### config.mk
export PLATFORM = sky130hd
export DESIGN_NAME = scancode_set1_key_decoder_core
export DESIGN_NICKNAME = d
export VERILOG_FILES = /design/src/rtl/ss1kd_pkg.sv /design/src/rtl/ss1kd_lookup.sv /design/src/rtl/ss1kd_decode.sv /design/src/rtl/scancode_set1_key_decoder_core.sv
export SDC_FILE = /design/constraint.sdc
export NUM_CORES = 1
export LEC_CHECK = 0
export BUFFER_PORTS_ARGS = -buffer_cell sky130_fd_sc_hd__buf_2
export CORE_ASPECT_RATIO = 2
export CORE_UTILIZATION = 53
export DETAILED_ROUTE_END_ITERATION = 16
export PLACE_DENSITY_LB_ADDON = 0.05
export SLEW_MARGIN = 25
export SYNTH_ARGS = -nofsm -noshare
export SYNTH_HDL_FRONTEND = slang
export SYNTH_HIERARCHICAL = 1
export SYNTH_SLANG_ARGS = --single-unit
### constraint.sdc
create_clock -name clk -period 6.8 [get_ports clk]
set_clock_uncertainty 0.05 [all_clocks]
set_input_delay 1.36 -clock clk [delete_from_list [all_inputs] [get_ports clk]]
set_output_delay 1.36 -clock clk [all_outputs]
set_load 0.1 [all_outputs]
### src/rtl/ss1kd_pkg.sv
`default_nettype none

package ss1kd_pkg;

    // scan byte codes
    localparam logic [7:0] PREFIX_BYTE = 8'hE0;
    localparam logic [6:0] KEY_LSHIFT  = 7'h2A;
    localparam logic [6:0] KEY_RSHIFT  = 7'h36;
    localparam logic [6:0] KEY_CAPS    = 7'h3A;
    localparam logic [6:0] KEY_UP      = 7'h48;
    localparam logic [6:0] KEY_DOWN    = 7'h50;
    localparam logic [6:0] KEY_LEFT    = 7'h4B;
    localparam logic [6:0] KEY_RIGHT   = 7'h4D;
    localparam logic [6:0] KEY_HOME    = 7'h47;
    localparam logic [6:0] KEY_END     = 7'h4F;
    localparam logic [6:0] KEY_DELETE  = 7'h53;

    // lower-case letter bounds
    localparam logic [6:0] CHAR_LOW_A  = 7'h61;
    localparam logic [6:0] CHAR_LOW_Z  = 7'h7A;
    localparam logic [6:0] CHAR_NONE   = 7'h00;

    typedef enum logic [2:0] {
        EV_CHAR   = 3'd0,
        EV_UP     = 3'd1,
        EV_DOWN   = 3'd2,
        EV_LEFT   = 3'd3,
        EV_RIGHT  = 3'd4,
        EV_HOME   = 3'd5,
        EV_END    = 3'd6,
        EV_DELETE = 3'd7
    } event_t;

    // one result word plus its valid flag
    typedef struct packed {
        logic       valid;
        event_t     event_code;
        logic [6:0] char_code;
    } result_t;

    // us layout, unshifted; zero means unmapped
    function automatic logic [6:0] key_char(input logic [6:0] key);
        logic [6:0] c;
        unique case (key)
            7'h02: c = 7'h31;  // 1
            7'h03: c = 7'h32;
            7'h04: c = 7'h33;
            7'h05: c = 7'h34;
            7'h06: c = 7'h35;
            7'h07: c = 7'h36;
            7'h08: c = 7'h37;
            7'h09: c = 7'h38;
            7'h0A: c = 7'h39;
            7'h0B: c = 7'h30;  // 0
            7'h0C: c = 7'h2D;  // -
            7'h0D: c = 7'h3D;  // =
            7'h0E: c = 7'h08;  // backspace
            7'h0F: c = 7'h09;  // tab
            7'h10: c = 7'h71;  // q
            7'h11: c = 7'h77;
            7'h12: c = 7'h65;
            7'h13: c = 7'h72;
            7'h14: c = 7'h74;
            7'h15: c = 7'h79;
            7'h16: c = 7'h75;
            7'h17: c = 7'h69;
            7'h18: c = 7'h6F;
            7'h19: c = 7'h70;  // p
            7'h1A: c = 7'h5B;  // [
            7'h1B: c = 7'h5D;  // ]
            7'h1C: c = 7'h0A;  // enter
            7'h1E: c = 7'h61;  // a
            7'h1F: c = 7'h73;
            7'h20: c = 7'h64;
            7'h21: c = 7'h66;
            7'h22: c = 7'h67;
            7'h23: c = 7'h68;
            7'h24: c = 7'h6A;
            7'h25: c = 7'h6B;
            7'h26: c = 7'h6C;  // l
            7'h27: c = 7'h3B;  // ;
            7'h28: c = 7'h27;  // quote
            7'h29: c = 7'h60;  // backtick
            7'h2B: c = 7'h5C;  // backslash
            7'h2C: c = 7'h7A;  // z
            7'h2D: c = 7'h78;
            7'h2E: c = 7'h63;
            7'h2F: c = 7'h76;
            7'h30: c = 7'h62;
            7'h31: c = 7'h6E;
            7'h32: c = 7'h6D;  // m
            7'h33: c = 7'h2C;  // ,
            7'h34: c = 7'h2E;  // .
            7'h35: c = 7'h2F;  // /
            7'h37: c = 7'h2A;  // keypad *
            7'h39: c = 7'h20;  // space
            7'h4A: c = 7'h2D;  // keypad -
            7'h4E: c = 7'h2B;  // keypad +
            default: c = CHAR_NONE;
        endcase
        return c;
    endfunction

    // us shifted form of digits and punctuation
    function automatic logic [6:0] shifted_char(input logic [6:0] c);
        logic [6:0] s;
        unique case (c)
            7'h31: s = 7'h21;
            7'h32: s = 7'h40;
            7'h33: s = 7'h23;
            7'h34: s = 7'h24;
            7'h35: s = 7'h25;
            7'h36: s = 7'h5E;
            7'h37: s = 7'h26;
            7'h38: s = 7'h2A;
            7'h39: s = 7'h28;
            7'h30: s = 7'h29;
            7'h2D: s = 7'h5F;
            7'h3D: s = 7'h2B;
            7'h5B: s = 7'h7B;
            7'h5D: s = 7'h7D;
            7'h5C: s = 7'h7C;
            7'h3B: s = 7'h3A;
            7'h27: s = 7'h22;
            7'h2C: s = 7'h3C;
            7'h2E: s = 7'h3E;
            7'h2F: s = 7'h3F;
            7'h60: s = 7'h7E;
            default: s = c;
        endcase
        return s;
    endfunction

endpackage

`default_nettype wire

### src/rtl/ss1kd_lookup.sv
`default_nettype none

module ss1kd_lookup (
    input  wire logic [6:0] key,
    input  wire logic       shift_held,
    input  wire logic       caps_on,
    output logic      [6:0] char_code
);
    import ss1kd_pkg::*;

    logic [6:0] base_char;
    logic       is_letter;

    always_comb
    begin
        base_char = key_char(key);
        is_letter = (base_char >= CHAR_LOW_A) && (base_char <= CHAR_LOW_Z);
        if (is_letter)
        begin
            // upper case is 0x20 below lower case
            char_code = (shift_held ^ caps_on) ? {base_char[6], 1'b0, base_char[4:0]}
                                               : base_char;
        end
        else if (shift_held)
        begin
            char_code = shifted_char(base_char);
        end
        else
        begin
            char_code = base_char;
        end
    end

endmodule

`default_nettype wire

### src/rtl/ss1kd_decode.sv
`default_nettype none

module ss1kd_decode (
    input  wire logic              clk,
    input  wire logic              rst_n,
    input  wire logic              step,
    input  wire logic [7:0]        scan_byte,
    output ss1kd_pkg::result_t     result
);
    import ss1kd_pkg::*;

    logic       shift_reg,  shift_next;
    logic       caps_reg,   caps_next;
    logic       prefix_reg, prefix_next;
    logic [6:0] key;
    logic [6:0] table_char;
    logic       is_shift;

    assign key      = scan_byte[6:0];
    assign is_shift = (key == KEY_LSHIFT) || (key == KEY_RSHIFT);

    ss1kd_lookup u_lookup (
        .key        (key),
        .shift_held (shift_reg),
        .caps_on    (caps_reg),
        .char_code  (table_char)
    );

    always_comb
    begin
        shift_next        = shift_reg;
        caps_next         = caps_reg;
        prefix_next       = prefix_reg;
        result.valid      = 1'b0;
        result.event_code = EV_CHAR;
        result.char_code  = CHAR_NONE;

        if (scan_byte == PREFIX_BYTE)
        begin
            prefix_next = 1'b1;
        end
        else if (scan_byte[7])
        begin
            // release
            if (is_shift)
            begin
                shift_next = 1'b0;
            end
            prefix_next = 1'b0;
        end
        else if (prefix_reg)
        begin
            prefix_next  = 1'b0;
            result.valid = 1'b1;
            unique case (key)
                KEY_UP:     result.event_code = EV_UP;
                KEY_DOWN:   result.event_code = EV_DOWN;
                KEY_LEFT:   result.event_code = EV_LEFT;
                KEY_RIGHT:  result.event_code = EV_RIGHT;
                KEY_HOME:   result.event_code = EV_HOME;
                KEY_END:    result.event_code = EV_END;
                KEY_DELETE: result.event_code = EV_DELETE;
                default:    result.valid      = 1'b0;
            endcase
        end
        else if (is_shift)
        begin
            shift_next = 1'b1;
        end
        else if (key == KEY_CAPS)
        begin
            caps_next = ~caps_reg;
        end
        else
        begin
            result.valid     = (table_char != CHAR_NONE);
            result.char_code = table_char;
        end
    end

    always_ff @(posedge clk or negedge rst_n)
    begin
        if (!rst_n)
        begin
            shift_reg  <= 1'b0;
            caps_reg   <= 1'b0;
            prefix_reg <= 1'b0;
        end
        else if (step)
        begin
            shift_reg  <= shift_next;
            caps_reg   <= caps_next;
            prefix_reg <= prefix_next;
        end
    end

endmodule

`default_nettype wire

### src/rtl/scancode_set1_key_decoder_core.sv
`default_nettype none

// set-1 keyboard scan byte decoder. each input word is one raw scan byte;
// each output word is either a character (event_code 0, ascii in char_code)
// or a navigation event (up, down, left, right, home, end, delete) with
// char_code zero. prefix bytes, releases, shift and caps keys and unmapped
// keys produce no output word. shift, caps lock and the 0xE0 prefix are held
// in flags that reset clears. an accepted byte waits in the input register
// until the result register can take a word, and then moves through the
// table lookup and flag logic into the result register. one byte per cycle
// is sustained as long as the output side is not stalled; while a result
// waits, one more byte can be taken into the input register, and after that
// the input side stalls until the result drains.
module scancode_set1_key_decoder_core (
    input  wire logic               clk,
    input  wire logic               rst_n,
    input  wire logic               in_valid,
    output logic                    in_stall,
    input  wire logic [7:0]         scan_byte,
    output logic                    out_valid,
    input  wire logic               out_stall,
    output ss1kd_pkg::event_t       event_code,
    output logic [6:0]              char_code
);
    import ss1kd_pkg::*;

    // input register
    logic       in_valid_reg;
    logic [7:0] byte_reg;

    // result register
    logic       out_valid_reg;
    event_t     event_reg;
    logic [6:0] char_reg;

    logic       step;
    logic       in_take;
    result_t    result;

    // the byte in the input register is decoded when the result register
    // can take a word (empty, or being drained this cycle)
    assign step     = in_valid_reg && (!out_valid_reg || !out_stall);
    assign in_stall = in_valid_reg && !step;
    assign in_take  = in_valid && !in_stall;

    ss1kd_decode u_decode (
        .clk       (clk),
        .rst_n     (rst_n),
        .step      (step),
        .scan_byte (byte_reg),
        .result    (result)
    );

    // input register: refills whenever it is empty or its byte moves on
    always_ff @(posedge clk or negedge rst_n)
    begin
        if (!rst_n)
        begin
            in_valid_reg <= 1'b0;
        end
        else if (!in_valid_reg || step)
        begin
            in_valid_reg <= in_valid;
        end
    end

    always_ff @(posedge clk)
    begin
        if (in_take)
        begin
            byte_reg <= scan_byte;
        end
    end

    // result register: holds while the downstream side stalls
    always_ff @(posedge clk or negedge rst_n)
    begin
        if (!rst_n)
        begin
            out_valid_reg <= 1'b0;
        end
        else if (!out_valid_reg || !out_stall)
        begin
            out_valid_reg <= step && result.valid;
        end
    end

    always_ff @(posedge clk)
    begin
        if (step && result.valid)
        begin
            event_reg <= result.event_code;
            char_reg  <= result.char_code;
        end
    end

    assign out_valid  = out_valid_reg;
    assign event_code = event_reg;
    assign char_code  = char_reg;

`ifndef SYNTHESIS
    // navigation events carry no character
    a_nav_char_zero: assert property (@(posedge clk) disable iff (!rst_n)
        out_valid && (event_code != EV_CHAR) |-> char_code == CHAR_NONE)
        else $error("navigation word with nonzero char_code");

    // a character word is never the unmapped code
    a_char_nonzero: assert property (@(posedge clk) disable iff (!rst_n)
        out_valid && (event_code == EV_CHAR) |-> char_code != CHAR_NONE)
        else $error("character word with zero char_code");

    // input side stalls only while a byte waits in the input register
    a_stall_cause: assert property (@(posedge clk) disable iff (!rst_n)
        in_stall |-> in_valid_reg && out_valid_reg && out_stall)
        else $error("input stalled without a blocked byte");

    // a new word appears only from a decoded byte
    a_word_source: assert property (@(posedge clk) disable iff (!rst_n)
        $rose(out_valid) |-> $past(step))
        else $error("output word without a decoded byte");
`endif

endmodule

`default_nettype wire
==> results.md <==
* DRT iter0 DRCs at 103
* Number of placement rows at 35
* FMAX at 0.188 GHz
* Count of boundary I/O pins at 24
* Initial antenna violation count at 0
* Leading cell types in the layout, fill and taps excluded: sky130_fd_sc_hd__nand2_1 (31), sky130_fd_sc_hd__buf_2 (23), sky130_fd_sc_hd__edfxtp_1 (18), sky130_fd_sc_hd__nor2_1 (18), sky130_fd_sc_hd__nand2b_1 (12)
* Via Count at 2344
* Post-Syn Nets at 312
* CP startpoint kind: register
* Post CTS Setup Buffer Count at 0
* Most common library cell in the layout ignoring fill and taps: sky130_fd_sc_hd__nand2_1
* Cts bufs inserted at 3
* Number of storage elements in the synthesis netlist at 23
* Placement Setup Slack at 1520 ps
* Worst endpoint required time at 6640 ps
* Maximum number of pins on one net before global-route repair at 39
* Fraction of final layout cells sized beyond drive strength 1 at 19.9%
* Critical path class: register to register
* Post-detailed-route wirelength per cell at 19.2 um
* Arrival time of the worst setup path at 5160 ps
* DIE HEIGHT at 101 um
* Die area at 5200 sq um
* Largest stage delay, worst path at 790 ps
* Fin. max-slew vios at 0
* Part of the cycle the worst path needs at 78.3%
* Number of remaining DRC errors at 0
* Unrepaired setup endpoints after global routing: no
* Fraction of synthesis flops using an asynchronous set or reset pin at 21.7%
* Hold buffers post-CTS at 0
* Hold WC Path Type: register to register
* Critical path cell sequence: inv_1 > ha_1 > nand3b_1 > o211ai_1 > o21ai_1 > a221oi_2 > nand4b_1 > o32ai_4 > or2_4 > o21ai_4 > mux2i_1 > nor4_1 > nand2_1 > a22o_1 > nand2_1 > a21oi_1
* Register area share after synthesis at 25.6%
* Sink count of the clock tree at 23
* Number of nets still failing antenna checks after routing at 0
* Clock slew seen by the registers of the worst setup and hold paths at 80 ps
* Global-route wire length before repair at 11.0 mm
* Number of synthesized flops with an enable pin at 18
* Max-capacitance violation count at 0
* Most used cell along the critical path: sky130_fd_sc_hd__nand2_1
* Number of levels the H-tree was split into at 1
* DP Wirelength at 5.17 mm
* Worst-case headroom to the max-slew limit at 35.1%
* Mean instance size in the synthesized netlist at 8.95 sq um
* Min Clock Period, post-route at 5320 ps
* Die X at 51.5 um
* Total power per unit cell area at 173 nW/um^2
* Static Leakage at 1.08 nW
* Via count of the first global-routing pass at 2246
* Total negative setup slack at 0 ps
* Final-report setup violation count at 0
* Antenna Cells at 0
* Slack of the worst reg-to-reg path at 1480 ps
* First-pass iteration count of the detailed router at 5
* Maximum fanout along the worst path at 22
* Synthesis-to-layout area growth at 4.63%
* Mean number of vias per cell at 6.58
* Crit path capture type: register
* Input/output buffers at 23
* Status: complete, no violations
* Number of instances resized during post-cts repair at 0
* Post-synthesis instance area at 2600 sq um
* Total power consumption of the routed design at 471 uW
* Final WL at 6.83 mm
* Root buffer cell: sky130_fd_sc_hd__clkbuf_8
* Slowest library cell on the worst path: sky130_fd_sc_hd__edfxtp_1
* Number of flip-flops in the largest register at 8
* Global router's overall resource usage at 28.3%
* Bufs on Longest Clock Path at 2
* VDD IR-drop max at 0.171 mV
* Gate count after technology mapping at 290
* Final Hold Violating Endpoints at 0
* Worst-Skew Late Latency at 260 ps
* Post-synthesis cell type count at 80
* GPL Wtd Cong at 0.950
* Global route total overflow at 0
* Synth Warn # at 6
* Effective utilization at floorplan at 55.9%
* Least-Margin Pin Slew at 973 ps
* Top flip-flop cell by instance count after synthesis: sky130_fd_sc_hd__edfxtp_1
* Final Net Count at 324
* CTS tree: done
* Core outline area at 4640 sq um
* Final worst setup slack at 1480 ps
==> final timing paths <==
path,start,endpoint,depth (start not counted)
worst max-delay path,byte_reg[1]$_DFFE_PP_,char_code[3]$_DFFE_PP_,16
worst min-delay path,u_decode/caps_reg$_DFFE_PN0P_,u_decode/caps_reg$_DFFE_PN0P_,1
worst max register to register,byte_reg[1]$_DFFE_PP_,char_code[3]$_DFFE_PP_,16
worst min register to register,u_decode/caps_reg$_DFFE_PN0P_,u_decode/caps_reg$_DFFE_PN0P_,1
max in group asynchronous,rst_n,out_valid$_DFFE_PN0P_,1
min in group asynchronous,rst_n,u_decode/shift_reg$_DFFE_PN0P_,1
==> cell usage after synthesis (2+ instances only) <==
| library cell | instances | area (sq um) |
|---|---|---|
| sky130_fd_sc_hd__and3_1 | 3 | 18.8 |
| sky130_fd_sc_hd__dfrtp_1 | 5 | 125 |
| sky130_fd_sc_hd__nor2b_1 | 9 | 56.3 |
| sky130_fd_sc_hd__o211ai_2 | 2 | 25.0 |
| sky130_fd_sc_hd__nor3b_1 | 2 | 15.0 |
| sky130_fd_sc_hd__o22ai_1 | 4 | 25.0 |
| sky130_fd_sc_hd__o211ai_1 | 7 | 52.6 |
| sky130_fd_sc_hd__nand2b_4 | 2 | 27.5 |
| sky130_fd_sc_hd__a211o_1 | 2 | 17.5 |
| sky130_fd_sc_hd__buf_4 | 4 | 30.0 |
| sky130_fd_sc_hd__nand3b_1 | 4 | 30.0 |
| sky130_fd_sc_hd__a32oi_1 | 3 | 26.3 |
| sky130_fd_sc_hd__nor3_1 | 9 | 45.0 |
| sky130_fd_sc_hd__edfxtp_1 | 18 | 541 |
| sky130_fd_sc_hd__and2_1 | 11 | 68.8 |
| sky130_fd_sc_hd__mux2_2 | 2 | 22.5 |
| sky130_fd_sc_hd__ha_1 | 10 | 125 |
| sky130_fd_sc_hd__o21ai_0 | 9 | 45.0 |
| sky130_fd_sc_hd__a21o_1 | 3 | 22.5 |
| sky130_fd_sc_hd__o21ai_2 | 2 | 17.5 |
| sky130_fd_sc_hd__nand2_1 | 31 | 116 |
| sky130_fd_sc_hd__nor2_1 | 18 | 67.6 |
| sky130_fd_sc_hd__buf_2 | 6 | 30.0 |
| sky130_fd_sc_hd__a21boi_0 | 2 | 15.0 |
| sky130_fd_sc_hd__a211oi_1 | 2 | 15.0 |
| sky130_fd_sc_hd__and4_1 | 3 | 26.3 |
| sky130_fd_sc_hd__o21a_1 | 3 | 22.5 |
| sky130_fd_sc_hd__inv_1 | 7 | 26.3 |
| sky130_fd_sc_hd__clkbuf_1 | 2 | 7.51 |
| sky130_fd_sc_hd__nand2b_1 | 12 | 75.1 |
| sky130_fd_sc_hd__o21ai_1 | 5 | 25.0 |
| sky130_fd_sc_hd__nand3_2 | 3 | 30.0 |
| sky130_fd_sc_hd__mux2i_1 | 9 | 90.1 |
| sky130_fd_sc_hd__nand4_1 | 5 | 31.3 |
| sky130_fd_sc_hd__buf_6 | 5 | 56.3 |
| sky130_fd_sc_hd__nand3_1 | 9 | 45.0 |
| sky130_fd_sc_hd__xnor2_1 | 4 | 35.0 |
| sky130_fd_sc_hd__a31oi_1 | 4 | 25.0 |
| sky130_fd_sc_hd__a21oi_1 | 8 | 40.0 |
==> area by class of cell <==
class | count | area, sq um
clock inverters | 1 | 7.51
fillers | 434 | 1930
flip-flops and latches | 23 | 666
multi-input cells | 241 | 1770
repair buffers | 25 | 130
clock buffers | 3 | 41.3
inverters | 8 | 30.0
well taps | 55 | 68.8
==> metrics by stage <==
stage | util [%] | hold slack [ps] | area [sq um] | std cells
floorplan | - | 409 | 2600 | 290
global placement | 57.5 | 475 | 2670 | 352
detailed placement | 57.5 | 465 | 2670 | 352
CTS | 58.5 | 483 | 2720 | 356
global route | 58.5 | 496 | 2720 | 356
finish | 58.5 | 476 | 2720 | 356
==> kinds of logic after synthesis <==
group,share of synthesized area (%)
buffers and inverters,6.07
adders and majority gates,5.25
muxes,5.78
and+or+nand+nor,29.9
xor gates and xnor gates,1.69
DFF,25.6
AOI/OAI and AO/OA,25.6
==> report_power, final <==
part | switching, mW | leakage (nW) | internal (mW)
clock network | 0.0421 | 0.0217 | 0.0413
registers | 0.0235 | 0.239 | 0.166
logic | 0.134 | 0.824 | 0.0642
==> routing by layer <==
metal,GRT usage (%),wire [um],vias up
met3,2.41,319,24
li1,-,-,1114
met1,31.5,2530,1097
met2,49.9,3600,109
met5,0,0,-
met4,17.3,371,0
==> critical path: cells and delay by family (launching register included) <==
family	cells	cell delay, ps
mux	1	250
fa+ha+maj	1	410
simple gates	6	1020
compound gates	7	2190
buf+inv	1	240
flops	1	790
(Power assumes the default switching activity.)
